## src/rtl/core/key_report_to_key_events_macros.svh

```systemverilog
// Assertion macros used by the key report converter.
// Each macro takes a label, the clock, the active-low reset and a property.
`ifndef KEY_REPORT_TO_KEY_EVENTS_MACROS_SVH
`define KEY_REPORT_TO_KEY_EVENTS_MACROS_SVH
`ifndef SYNTHESIS
`define KRE_ASSERT(lbl, clk, rstn, prop) \
  lbl: assert property (@(posedge clk) disable iff (!rstn) prop) \
    else $error("key report converter: property failed");
`define KRE_ASSERT_NEVER(lbl, clk, rstn, prop) \
  lbl: assert property (@(posedge clk) disable iff (!rstn) !(prop)) \
    else $error("key report converter: forbidden condition seen");
`else
`define KRE_ASSERT(lbl, clk, rstn, prop)
`define KRE_ASSERT_NEVER(lbl, clk, rstn, prop)
`endif
`endif

```

## src/rtl/core/kre_pkg.sv

```systemverilog
`timescale 1ns / 1ps
// ----------------------------------------------------------------------------
// Key report converter package
// Item types, command and status structs, slot numbering and helpers.
// ----------------------------------------------------------------------------
package kre_pkg;

  localparam int unsigned CODE_W    = 10;
  localparam int unsigned SC_W      = 8;
  localparam int unsigned MOD_COUNT = 4;

  // Command field of an input item.
  localparam logic CMD_REPORT    = 1'b0;
  localparam logic CMD_MAP_WRITE = 1'b1;

  typedef enum logic [1:0] {
    KIND_KEY  = 2'd0,
    KIND_LED  = 2'd1,
    KIND_SYNC = 2'd2
  } kind_e;

  typedef struct packed {
    logic              cmd;
    logic [7:0]        lead_byte;
    logic [3:0]        modifier_bits;
    logic [SC_W-1:0]   scancode_a;
    logic [SC_W-1:0]   scancode_b;
    logic [SC_W-1:0]   map_index;
    logic [CODE_W-1:0] map_code;
  } in_item_t;

  typedef struct packed {
    kind_e             kind;
    logic [CODE_W-1:0] key_code;
    logic              pressed;
    logic [3:0]        led_command;
    logic              last;
  } out_item_t;

  // Result slots of one report, visited in ascending order.
  //   0,2,4,6   : LED commands of shift, green, orange, people
  //   1,3,5,7   : presses of the modifiers
  //   8..11     : sorted presses and releases of ordinary keys
  //   12..15    : releases of the modifiers
  //   16        : sync
  localparam int unsigned NUM_SLOTS         = 17;
  localparam int unsigned SLOT_W            = 5;
  localparam logic [SLOT_W-1:0] SLOT_EVENT_BASE   = 5'd8;
  localparam logic [SLOT_W-1:0] SLOT_RELEASE_BASE = 5'd12;
  localparam logic [SLOT_W-1:0] SLOT_SYNC         = 5'd16;

  typedef enum logic [1:0] {
    SK_LED,
    SK_KEY,
    SK_SYNC
  } slot_kind_e;

  typedef struct packed {
    logic              map_write;
    logic              load_report;
    logic              prep;
    logic              emit;
    logic [SLOT_W-1:0] slot;
  } ctrl_cmd_t;

  typedef struct packed {
    logic                 in_write;
    logic                 in_report_ok;
    logic [NUM_SLOTS-1:0] active;
    logic                 code_nz;
    logic                 out_free;
  } ctrl_sts_t;

  // One ordinary key event candidate.
  typedef struct packed {
    logic            vld;
    logic [SC_W-1:0] idx;
    logic            dir;
  } ev_t;

  function automatic slot_kind_e slot_kind(logic [SLOT_W-1:0] slot);
    slot_kind_e k;
    if (slot == SLOT_SYNC) begin
      k = SK_SYNC;
    end else if (slot < SLOT_EVENT_BASE && !slot[0]) begin
      k = SK_LED;
    end else begin
      k = SK_KEY;
    end
    return k;
  endfunction

  function automatic logic is_mod(logic [SC_W-1:0] sc);
    return (sc == 8'd1) || (sc == 8'd2) || (sc == 8'd4) || (sc == 8'd8);
  endfunction

  // True when a must be ordered after b; empty candidates sort to the end.
  function automatic logic ev_later(ev_t a, ev_t b);
    return {~a.vld, a.idx} > {~b.vld, b.idx};
  endfunction

endpackage

```

## src/rtl/core/kre_ram.sv

```systemverilog
`timescale 1ns / 1ps
// ----------------------------------------------------------------------------
// Generic single-port-write RAM
// One write port and one read port with a registered read.
// ----------------------------------------------------------------------------
module kre_ram #(
  parameter int unsigned WIDTH = 10,
  parameter int unsigned DEPTH = 256
) (
  input  logic                     clk_i,
  input  logic                     wr_en_i,
  input  logic [$clog2(DEPTH)-1:0] wr_addr_i,
  input  logic [WIDTH-1:0]         wr_data_i,
  input  logic [$clog2(DEPTH)-1:0] rd_addr_i,
  output logic [WIDTH-1:0]         rd_data_o
);

  logic [WIDTH-1:0] mem_q [DEPTH];
  logic [WIDTH-1:0] rd_data_q;

  always_ff @(posedge clk_i) begin
    if (wr_en_i) begin
      mem_q[wr_addr_i] <= wr_data_i;
    end
    rd_data_q <= mem_q[rd_addr_i];
  end

  assign rd_data_o = rd_data_q;

endmodule

```

## src/rtl/core/kre_datapath.sv

```systemverilog
`timescale 1ns / 1ps
// ----------------------------------------------------------------------------
// Key report converter datapath
// Held-key state, event list, keymap and the output register.
// ----------------------------------------------------------------------------
module kre_datapath #(
  parameter int unsigned SCANCODE_COUNT = 256
) (
  input  logic                clk_i,
  input  logic                rst_ni,
  input  kre_pkg::in_item_t   in_i,
  input  kre_pkg::ctrl_cmd_t  cmd_i,
  output kre_pkg::ctrl_sts_t  sts_o,
  output logic                out_valid_o,
  input  logic                out_stall_i,
  output kre_pkg::out_item_t  out_o
);

  localparam int unsigned IDX_W    = $clog2(SCANCODE_COUNT);
  localparam int unsigned SC_W     = kre_pkg::SC_W;
  localparam int unsigned CODE_W_L = kre_pkg::CODE_W;

  // Report held between acceptance and preparation.
  logic [3:0]      rpt_mods_q;
  logic [SC_W-1:0] rpt_a_q, rpt_b_q;

  // Held set left by the previous report.
  logic [3:0]      held_mods_q;
  logic [SC_W-1:0] held_key_q [2];
  logic [1:0]      held_vld_q;

  logic [3:0]      led_q;
  kre_pkg::ev_t    ev_q [4];

  logic [SCANCODE_COUNT-1:0] map_vld_q;
  logic                      map_vld_rd_q;

  logic                       out_valid_q;
  kre_pkg::out_item_t         out_q;

  // New held set.
  logic            a_ok, b_ok, n0_vld, n1_vld;
  logic [3:0]      new_mods;
  kre_pkg::ev_t    cand [4];
  kre_pkg::ev_t    s1 [4];
  kre_pkg::ev_t    s2 [4];
  kre_pkg::ev_t    srt [4];

  logic [kre_pkg::NUM_SLOTS-1:0] slot_active;

  always_comb begin
    a_ok = (rpt_a_q != '0) && ({1'b0, rpt_a_q} < 9'(SCANCODE_COUNT));
    b_ok = (rpt_b_q != '0) && ({1'b0, rpt_b_q} < 9'(SCANCODE_COUNT));
    for (int j = 0; j < kre_pkg::MOD_COUNT; j++) begin
      new_mods[j] = rpt_mods_q[j]
                  | (a_ok && rpt_a_q == (8'd1 << j))
                  | (b_ok && rpt_b_q == (8'd1 << j));
    end
    n0_vld = a_ok && !kre_pkg::is_mod(rpt_a_q);
    n1_vld = b_ok && !kre_pkg::is_mod(rpt_b_q) && !(n0_vld && rpt_b_q == rpt_a_q);

    cand[0].vld = n0_vld
                && !(held_vld_q[0] && held_key_q[0] == rpt_a_q)
                && !(held_vld_q[1] && held_key_q[1] == rpt_a_q);
    cand[0].idx = rpt_a_q;
    cand[0].dir = 1'b1;
    cand[1].vld = n1_vld
                && !(held_vld_q[0] && held_key_q[0] == rpt_b_q)
                && !(held_vld_q[1] && held_key_q[1] == rpt_b_q);
    cand[1].idx = rpt_b_q;
    cand[1].dir = 1'b1;
    for (int k = 0; k < 2; k++) begin
      cand[k+2].vld = held_vld_q[k]
                    && !(n0_vld && rpt_a_q == held_key_q[k])
                    && !(n1_vld && rpt_b_q == held_key_q[k]);
      cand[k+2].idx = held_key_q[k];
      cand[k+2].dir = 1'b0;
    end

    // Four-input sorting network.
    s1 = cand;
    if (kre_pkg::ev_later(cand[0], cand[1])) begin
      s1[0] = cand[1];
      s1[1] = cand[0];
    end
    if (kre_pkg::ev_later(cand[2], cand[3])) begin
      s1[2] = cand[3];
      s1[3] = cand[2];
    end
    s2 = s1;
    if (kre_pkg::ev_later(s1[0], s1[2])) begin
      s2[0] = s1[2];
      s2[2] = s1[0];
    end
    if (kre_pkg::ev_later(s1[1], s1[3])) begin
      s2[1] = s1[3];
      s2[3] = s1[1];
    end
    srt = s2;
    if (kre_pkg::ev_later(s2[1], s2[2])) begin
      srt[1] = s2[2];
      srt[2] = s2[1];
    end
  end

  always_comb begin
    slot_active = '0;
    slot_active[0] = new_mods[0] ^ held_mods_q[0];
    for (int j = 0; j < kre_pkg::MOD_COUNT; j++) begin
      slot_active[2*j+1] = new_mods[j] & ~held_mods_q[j];
      slot_active[12+j]  = held_mods_q[j] & ~new_mods[j];
    end
    for (int j = 1; j < kre_pkg::MOD_COUNT; j++) begin
      slot_active[2*j] = new_mods[j] & ~held_mods_q[j];
    end
    for (int k = 0; k < 4; k++) begin
      slot_active[8+k] = srt[k].vld;
    end
    slot_active[kre_pkg::SLOT_SYNC] = 1'b1;
  end

  assign sts_o.active = slot_active;

  // Per-slot decode.
  logic [SC_W-1:0]   key_idx;
  logic              key_down;
  logic [1:0]        led_no;
  logic              led_on;
  logic [CODE_W_L-1:0] code;
  logic [CODE_W_L-1:0] ram_rd;

  always_comb begin
    led_no = cmd_i.slot[2:1];
    led_on = (cmd_i.slot == '0) ? held_mods_q[0] : ~led_q[led_no];
    if (cmd_i.slot < kre_pkg::SLOT_EVENT_BASE) begin
      key_idx  = 8'd1 << cmd_i.slot[2:1];
      key_down = 1'b1;
    end else if (cmd_i.slot < kre_pkg::SLOT_RELEASE_BASE) begin
      key_idx  = ev_q[cmd_i.slot[1:0]].idx;
      key_down = ev_q[cmd_i.slot[1:0]].dir;
    end else begin
      key_idx  = 8'd1 << cmd_i.slot[1:0];
      key_down = 1'b0;
    end
  end

  logic map_wr_en;
  assign map_wr_en = cmd_i.map_write && ({1'b0, in_i.map_index} < 9'(SCANCODE_COUNT));

  kre_ram #(
    .WIDTH (CODE_W_L),
    .DEPTH (SCANCODE_COUNT)
  ) u_keymap (
    .clk_i     (clk_i),
    .wr_en_i   (map_wr_en),
    .wr_addr_i (in_i.map_index[IDX_W-1:0]),
    .wr_data_i (in_i.map_code),
    .rd_addr_i (key_idx[IDX_W-1:0]),
    .rd_data_o (ram_rd)
  );

  assign code          = map_vld_rd_q ? ram_rd : '0;
  assign sts_o.code_nz = (code != '0);
  assign sts_o.in_write     = (in_i.cmd == kre_pkg::CMD_MAP_WRITE);
  assign sts_o.in_report_ok = (in_i.cmd == kre_pkg::CMD_REPORT) && (in_i.lead_byte == '0);
  assign sts_o.out_free     = !out_valid_q || !out_stall_i;

  kre_pkg::out_item_t emit_item;

  always_comb begin
    emit_item = '{kind: kre_pkg::KIND_SYNC, key_code: '0, pressed: 1'b0,
                  led_command: '0, last: 1'b0};
    unique case (kre_pkg::slot_kind(cmd_i.slot))
      kre_pkg::SK_LED: begin
        emit_item.kind        = kre_pkg::KIND_LED;
        emit_item.led_command = {led_on, 1'b0, led_no};
      end
      kre_pkg::SK_KEY: begin
        emit_item.kind     = kre_pkg::KIND_KEY;
        emit_item.key_code = code;
        emit_item.pressed  = key_down;
      end
      default: begin
        emit_item.kind = kre_pkg::KIND_SYNC;
        emit_item.last = 1'b1;
      end
    endcase
  end

  // Payload registers.
  always_ff @(posedge clk_i) begin
    if (cmd_i.load_report) begin
      rpt_mods_q <= in_i.modifier_bits;
      rpt_a_q    <= in_i.scancode_a;
      rpt_b_q    <= in_i.scancode_b;
    end
    if (cmd_i.prep) begin
      held_key_q[0] <= rpt_a_q;
      held_key_q[1] <= rpt_b_q;
      ev_q          <= srt;
    end
    if (cmd_i.emit) begin
      out_q <= emit_item;
    end
  end

  // Control state.
  always_ff @(posedge clk_i or negedge rst_ni) begin
    if (!rst_ni) begin
      held_mods_q  <= '0;
      held_vld_q   <= '0;
      led_q        <= '0;
      map_vld_q    <= '0;
      map_vld_rd_q <= 1'b0;
      out_valid_q  <= 1'b0;
    end else begin
      map_vld_rd_q <= map_vld_q[key_idx[IDX_W-1:0]];
      if (map_wr_en) begin
        map_vld_q[in_i.map_index[IDX_W-1:0]] <= 1'b1;
      end
      if (cmd_i.prep) begin
        held_mods_q <= new_mods;
        held_vld_q  <= {n1_vld, n0_vld};
      end
      if (cmd_i.emit && kre_pkg::slot_kind(cmd_i.slot) == kre_pkg::SK_LED) begin
        led_q[led_no] <= led_on;
      end
      if (cmd_i.emit) begin
        out_valid_q <= 1'b1;
      end else if (!out_stall_i) begin
        out_valid_q <= 1'b0;
      end
    end
  end

  assign out_valid_o = out_valid_q;
  assign out_o       = out_q;

endmodule

```

## src/rtl/core/kre_ctrl.sv

```systemverilog
`timescale 1ns / 1ps
// ----------------------------------------------------------------------------
// Key report converter controller
// Accepts items and walks the pending result slots of a report in order.
// ----------------------------------------------------------------------------
`include "key_report_to_key_events_macros.svh"

module kre_ctrl (
  input  logic                clk_i,
  input  logic                rst_ni,
  input  logic                in_valid_i,
  output logic                in_stall_o,
  input  kre_pkg::ctrl_sts_t  sts_i,
  output kre_pkg::ctrl_cmd_t  cmd_o
);

  typedef enum logic [1:0] {
    ST_IDLE,
    ST_PREP,
    ST_ISSUE,
    ST_LOOK
  } state_e;

  state_e                        state_q, state_d;
  logic [kre_pkg::NUM_SLOTS-1:0] pending_q, pending_d;
  logic [kre_pkg::SLOT_W-1:0]    slot;
  logic [kre_pkg::NUM_SLOTS-1:0] slot_bit;

  // Lowest pending slot.
  always_comb begin
    slot = '0;
    for (int i = kre_pkg::NUM_SLOTS - 1; i >= 0; i--) begin
      if (pending_q[i]) begin
        slot = kre_pkg::SLOT_W'(i);
      end
    end
  end

  assign slot_bit = kre_pkg::NUM_SLOTS'(1) << slot;

  always_comb begin
    state_d           = state_q;
    pending_d         = pending_q;
    cmd_o             = '0;
    cmd_o.slot        = slot;
    unique case (state_q)
      ST_IDLE: begin
        if (in_valid_i) begin
          if (sts_i.in_write) begin
            cmd_o.map_write = 1'b1;
          end else if (sts_i.in_report_ok) begin
            cmd_o.load_report = 1'b1;
            state_d           = ST_PREP;
          end
        end
      end
      ST_PREP: begin
        cmd_o.prep = 1'b1;
        pending_d  = sts_i.active;
        state_d    = ST_ISSUE;
      end
      ST_ISSUE: begin
        if (kre_pkg::slot_kind(slot) == kre_pkg::SK_KEY) begin
          state_d = ST_LOOK;
        end else if (sts_i.out_free) begin
          cmd_o.emit = 1'b1;
          pending_d  = pending_q & ~slot_bit;
          if (kre_pkg::slot_kind(slot) == kre_pkg::SK_SYNC) begin
            state_d = ST_IDLE;
          end
        end
      end
      ST_LOOK: begin
        if (!sts_i.code_nz) begin
          pending_d = pending_q & ~slot_bit;
          state_d   = ST_ISSUE;
        end else if (sts_i.out_free) begin
          cmd_o.emit = 1'b1;
          pending_d  = pending_q & ~slot_bit;
          state_d    = ST_ISSUE;
        end
      end
      default: begin
        state_d = ST_IDLE;
      end
    endcase
  end

  always_ff @(posedge clk_i or negedge rst_ni) begin
    if (!rst_ni) begin
      state_q   <= ST_IDLE;
      pending_q <= '0;
    end else begin
      state_q   <= state_d;
      pending_q <= pending_d;
    end
  end

  assign in_stall_o = (state_q != ST_IDLE);

  // The sync slot stays pending until the very end of a report.
  `KRE_ASSERT(a_sync_pending, clk_i, rst_ni,
              (state_q == ST_ISSUE || state_q == ST_LOOK) |-> pending_q[kre_pkg::SLOT_SYNC])
  // A result is never loaded over one that is still stalled.
  `KRE_ASSERT(a_emit_free, clk_i, rst_ni, cmd_o.emit |-> sts_i.out_free)
  // The keymap lookup state only ever serves key slots.
  `KRE_ASSERT_NEVER(a_look_key, clk_i, rst_ni,
                    state_q == ST_LOOK && kre_pkg::slot_kind(slot) != kre_pkg::SK_KEY)

endmodule

```

## src/rtl/core/key_report_to_key_events.sv

```systemverilog
`timescale 1ns / 1ps
// A report is loaded on acceptance, prepared, and then its pending result slots are issued in order.
// Each key slot (mapped or not) waits on its keymap lookup before it is issued or skipped.
// The input is stalled until a report's sync item is issued; output stalls hold the slot walk.
// Keymap writes and reports with a nonzero header are taken while idle and start no slot walk.
// Reset clears the held keys, the LED state and the keymap valid bits at once; no sweep.
// ----------------------------------------------------------------------------
// Key report to key events converter
// Compares each keypad report with the previous one and emits LED commands,
// key presses and releases and a closing sync item.
// ----------------------------------------------------------------------------
//
// Structure
// The controller holds a mask of result slots that a report needs and visits
// them lowest first. The slot numbering fixes the emission order: the shift
// LED command, the modifier LED toggles each followed by that modifier's press,
// the ordinary keys in ascending scancode order, the modifier releases, and
// the sync item last.
//
// Because the held set is rebuilt from scratch on every report it never holds
// more than the four modifiers and two ordinary scancodes. The datapath
// therefore keeps it as a modifier nibble and two scancode registers rather
// than a full bitmap. The up to four ordinary key changes of a report are put
// in order by a small sorting network in the cycle after acceptance.
//
// The keymap lives in a RAM with a registered read. Every entry carries a
// valid bit that reset clears, and an entry that was never written reads as
// zero, which marks the scancode as unmapped: such a key slot produces no item.
//
// The result item is held in an output register, so the slot walk simply
// waits while the downstream side stalls.
// ----------------------------------------------------------------------------
module key_report_to_key_events #(
  parameter int unsigned SCANCODE_COUNT = 256
) (
  input  logic                clk_i,
  input  logic                rst_ni,
  input  logic                in_valid_i,
  output logic                in_stall_o,
  input  kre_pkg::in_item_t   in_i,
  output logic                out_valid_o,
  input  logic                out_stall_i,
  output kre_pkg::out_item_t  out_o
);

  kre_pkg::ctrl_cmd_t cmd;
  kre_pkg::ctrl_sts_t sts;

  kre_ctrl u_ctrl (
    .clk_i      (clk_i),
    .rst_ni     (rst_ni),
    .in_valid_i (in_valid_i),
    .in_stall_o (in_stall_o),
    .sts_i      (sts),
    .cmd_o      (cmd)
  );

  kre_datapath #(
    .SCANCODE_COUNT (SCANCODE_COUNT)
  ) u_datapath (
    .clk_i       (clk_i),
    .rst_ni      (rst_ni),
    .in_i        (in_i),
    .cmd_i       (cmd),
    .sts_o       (sts),
    .out_valid_o (out_valid_o),
    .out_stall_i (out_stall_i),
    .out_o       (out_o)
  );

endmodule
```

## config.mk

```make
export PLATFORM = sky130hd
export DESIGN_NAME = key_report_to_key_events
export DESIGN_NICKNAME = d
export VERILOG_FILES = /design/src/rtl/core/kre_pkg.sv /design/src/rtl/core/kre_ram.sv /design/src/rtl/core/kre_datapath.sv /design/src/rtl/core/kre_ctrl.sv /design/src/rtl/core/key_report_to_key_events.sv
export VERILOG_INCLUDE_DIRS = /design/src /design/src/rtl/core
export SDC_FILE = /design/constraint.sdc
export NUM_CORES = 2
export LEC_CHECK = 0
export BUFFER_PORTS_ARGS = -buffer_cell sky130_fd_sc_hd__buf_2
export CORE_UTILIZATION = 45
export DETAILED_ROUTE_END_ITERATION = 7
export GPL_TIMING_DRIVEN = 1
export PLACE_DENSITY = 0.56
export SYNTH_ARGS = -nofsm -noshare
export SYNTH_HDL_FRONTEND = slang
export SYNTH_SLANG_ARGS = --single-unit
```

## constraint.sdc

```tcl
create_clock -name clk_i -period 21 [get_ports clk_i]
set_clock_uncertainty 0.1 [all_clocks]
set_input_delay 6.3 -clock clk_i [delete_from_list [all_inputs] [get_ports clk_i]]
set_output_delay 6.3 -clock clk_i [all_outputs]
set_load 0.05 [all_outputs]
```

==> results_dict.tcl <==
set metrics [dict create \
    cpMostUsedCell "o21a_1" \
    reg2reg_depth 38 \
    seqCellArea_mm2 0.0869 \
    syn_area_mm2 0.119 \
    place_hpwl_um 217000 \
    cp-end-kind "flip-flop" \
    core_area_mm2 0.263 \
    portBuffers 69 \
    yosys_warnings 0 \
    fin_nets 8401 \
    reg2reg_from "u_datapath.rpt_b_q[3]" \
    startpoint_type "flip-flop" \
    crit_arrival_ns 10.23 \
    fin_crit_ns 9.67 \
    drive_gt1_share_pct 14.0 \
    antenna_found_initial 29 \
    fillers 22100 \
    dieArea_mm2 0.267 \
    clock_sinks 2945 \
    outcome "finished clean" \
    cp.required_ns 21.57 \
    drc_errors 0 \
    drtIter0Drc 9476 \
    cp_max_fo 18 \
    slew-limit-headroom_pct 5.59 \
    synthFlopType "edfxtp_1" \
    fmax_mhz 103 \
    tightest_slew_ns 1.38 \
    grt_pass1_vias 71800 \
    tns_ns 0 \
    num_vias 74800 \
    cts_root_buf "clkbuf_16" \
    area_growth_pct 11.7 \
    overflow 0 \
    ys_ff_latch 2945 \
    cts_buffer_depth 4 \
    r2r_end "u_datapath.ev_q[22]" \
    setup_viol 0 \
    hp-class "reg -> reg" \
    fp.dieW_um 516 \
    use_met2_pct 42.8 \
    cts_tree "yes" \
    top_usage_layer "met2" \
    postCtsSetupBuffers 0 \
    multi_input_area_mm2 0.0293 \
    worstSetupPathType "reg -> reg" \
    grt_usage_pct 27.9 \
    synthArstFlopShare_pct 9.75 \
    routed_wl_um 375000 \
    hold_violations 0 \
    rrSetupSlack_ns 11.33 \
    ctsHtreeMaxLevel 5 \
    drtPass1Iterations 6 \
    layout_common_cells "2648 x edfxtp_1, 1255 x nand2_1, 381 x o21ai_0" \
    ctsResizeCount 0 \
    gr-usage-met1_pct 39.0 \
    use_met3_pct 5.61 \
    syn_nets 8406 \
    postCtsHoldBufs 0 \
    die_h_um 516 \
    postRouteAntennaNets 0 \
    crit_path_max_incr_delay_ns 0.83 \
    wire_per_inst_um 31.1 \
    rsz0062_at_grt "no" \
    clock_latency_ns 0.94 \
    synth_cell_types 96 \
    cap_violations 0 \
    ioPinCount 71 \
    post_synth_inst_count 8308 \
    final_common_cell "edfxtp_1" \
    setup.worst_path.end "u_datapath.ev_q[22]" \
    startpoint "u_datapath.rpt_b_q[3]" \
    period_share_pct 46.0 \
    rows 188 \
    gp_congestion 0.876 \
    grt_max_degree 163 \
    start_util_pct 45.3 \
    path_clk_slew_ns 0.06 \
    synth_edf_count 2648 \
    syn-mean-instance-area_um2 14.3 \
    slew_violations 0 \
    cts_inserted_buffers 318 \
    yosysSeqAreaShare_pct 73.0 \
    grt_pass1_wl_um 535000 \
    slowest_stage "o31a_1" \
    viasPerCell 6.19 \
]
how the worst min path moves through the flow:
stage	endpoint	cells past startpoint	start
after CTS	u_datapath.map_vld_q[242]	1	u_datapath.map_vld_q[242]
final	u_datapath.map_vld_q[152]	1	u_datapath.map_vld_q[152]
after global routing	u_datapath.map_vld_q[90]	1	u_datapath.map_vld_q[90]
after global placement	u_datapath.map_vld_q[120]	1	u_datapath.map_vld_q[120]
after floorplan	u_datapath.held_key_q[0][0]	0	u_datapath.rpt_a_q[0]
after detailed placement	u_datapath.map_vld_q[118]	1	u_datapath.map_vld_q[118]
through the flow:
| stage | instance area [um2] | instances | setup slack, ns | hold WS [ns] | utilization, % |
|---|---|---|---|---|---|
| after global placement | 123000 | 11500 | 10.81 | 0.345 | 46.8 |
| after global routing | 133000 | 12100 | 10.49 | 0.370 | 50.6 |
| final | 133000 | 12100 | 11.33 | 0.359 | 50.6 |
| after floorplan | 119000 | 8308 | 11.91 | 0.324 | - |
| after detailed placement | 123000 | 11500 | 10.82 | 0.346 | 46.8 |
| after CTS | 133000 | 12100 | 11.36 | 0.360 | 50.6 |
layout make-up:
type,count,area share [%]
well taps,3515,3.31
inverters,67,0.189
clock buffers,438,6.64
clock inverters,120,0.888
multi-input cells,4713,22.0
flip-flops and latches,2945,65.3
diodes,12,0.0226
repair buffers,258,1.57
critical path, delay by kind of cell (launching register included):
| family | cells | cell delay (ns) |
|---|---|---|
| compound gates | 20 | 4.90 |
| fa+ha+maj | 4 | 1.22 |
| buf+inv | 4 | 0.37 |
| flops | 1 | 0.56 |
| mux | 3 | 1.36 |
| simple gates | 7 | 0.85 |
flip-flops by register name, summed over array words and instances (netlist names):
signal / count
u_datapath.u_keymap.rd_data_o: 10
u_datapath.out_valid_o: 1
u_ctrl.pending_q: 17
u_ctrl.state_q: 2
u_datapath.u_keymap.mem_q: 2560
u_datapath.ev_q: 36
u_datapath.rpt_a_q: 8
u_datapath.rpt_mods_q: 4
u_datapath.led_q: 4
u_datapath.rpt_b_q: 8
u_datapath.out_o: 16
u_datapath.held_vld_q: 2
u_datapath.held_mods_q: 4
u_datapath.map_vld_q: 256
u_datapath.held_key_q: 16
u_datapath.map_vld_rd_q: 1
cells by family (layout without fill, tap and decap cells):
family,count (synthesis),count (layout),synth area share [%]
buf+inv,650,883,2.69
xor+xnor,32,32,0.235
mux,317,317,3.93
compound gates,1883,1883,10.4
fa+ha+maj,49,49,0.511
simple gates,2431,2431,9.23
other cells,1,13,0.00315
flops,2945,2945,73.0
Yosys cell counts, drive strengths merged (229+ instances only):
master	n	area (um2)
o21ai	391	1980
buf	304	1910
a21oi	296	1480
nand2	1269	4770
a211oi	326	2450
dfrtp	287	7180
edfxtp	2648	79500
clkbuf	279	1050
and3	229	1430
a31oi	325	2030
nor2	384	1470
or2	263	1650
layer usage:
metal / routed length (um) / vias up
met2: 172000 / 3745
met1: 154000 / 38400
li1: - / 31900
met5: 115 / -
met4: 15100 / 16
met3: 34200 / 689
Power is left out: the tool's default activity adds up to more than one toggle a clock period on the data nets, which glitch-free logic cannot reach.
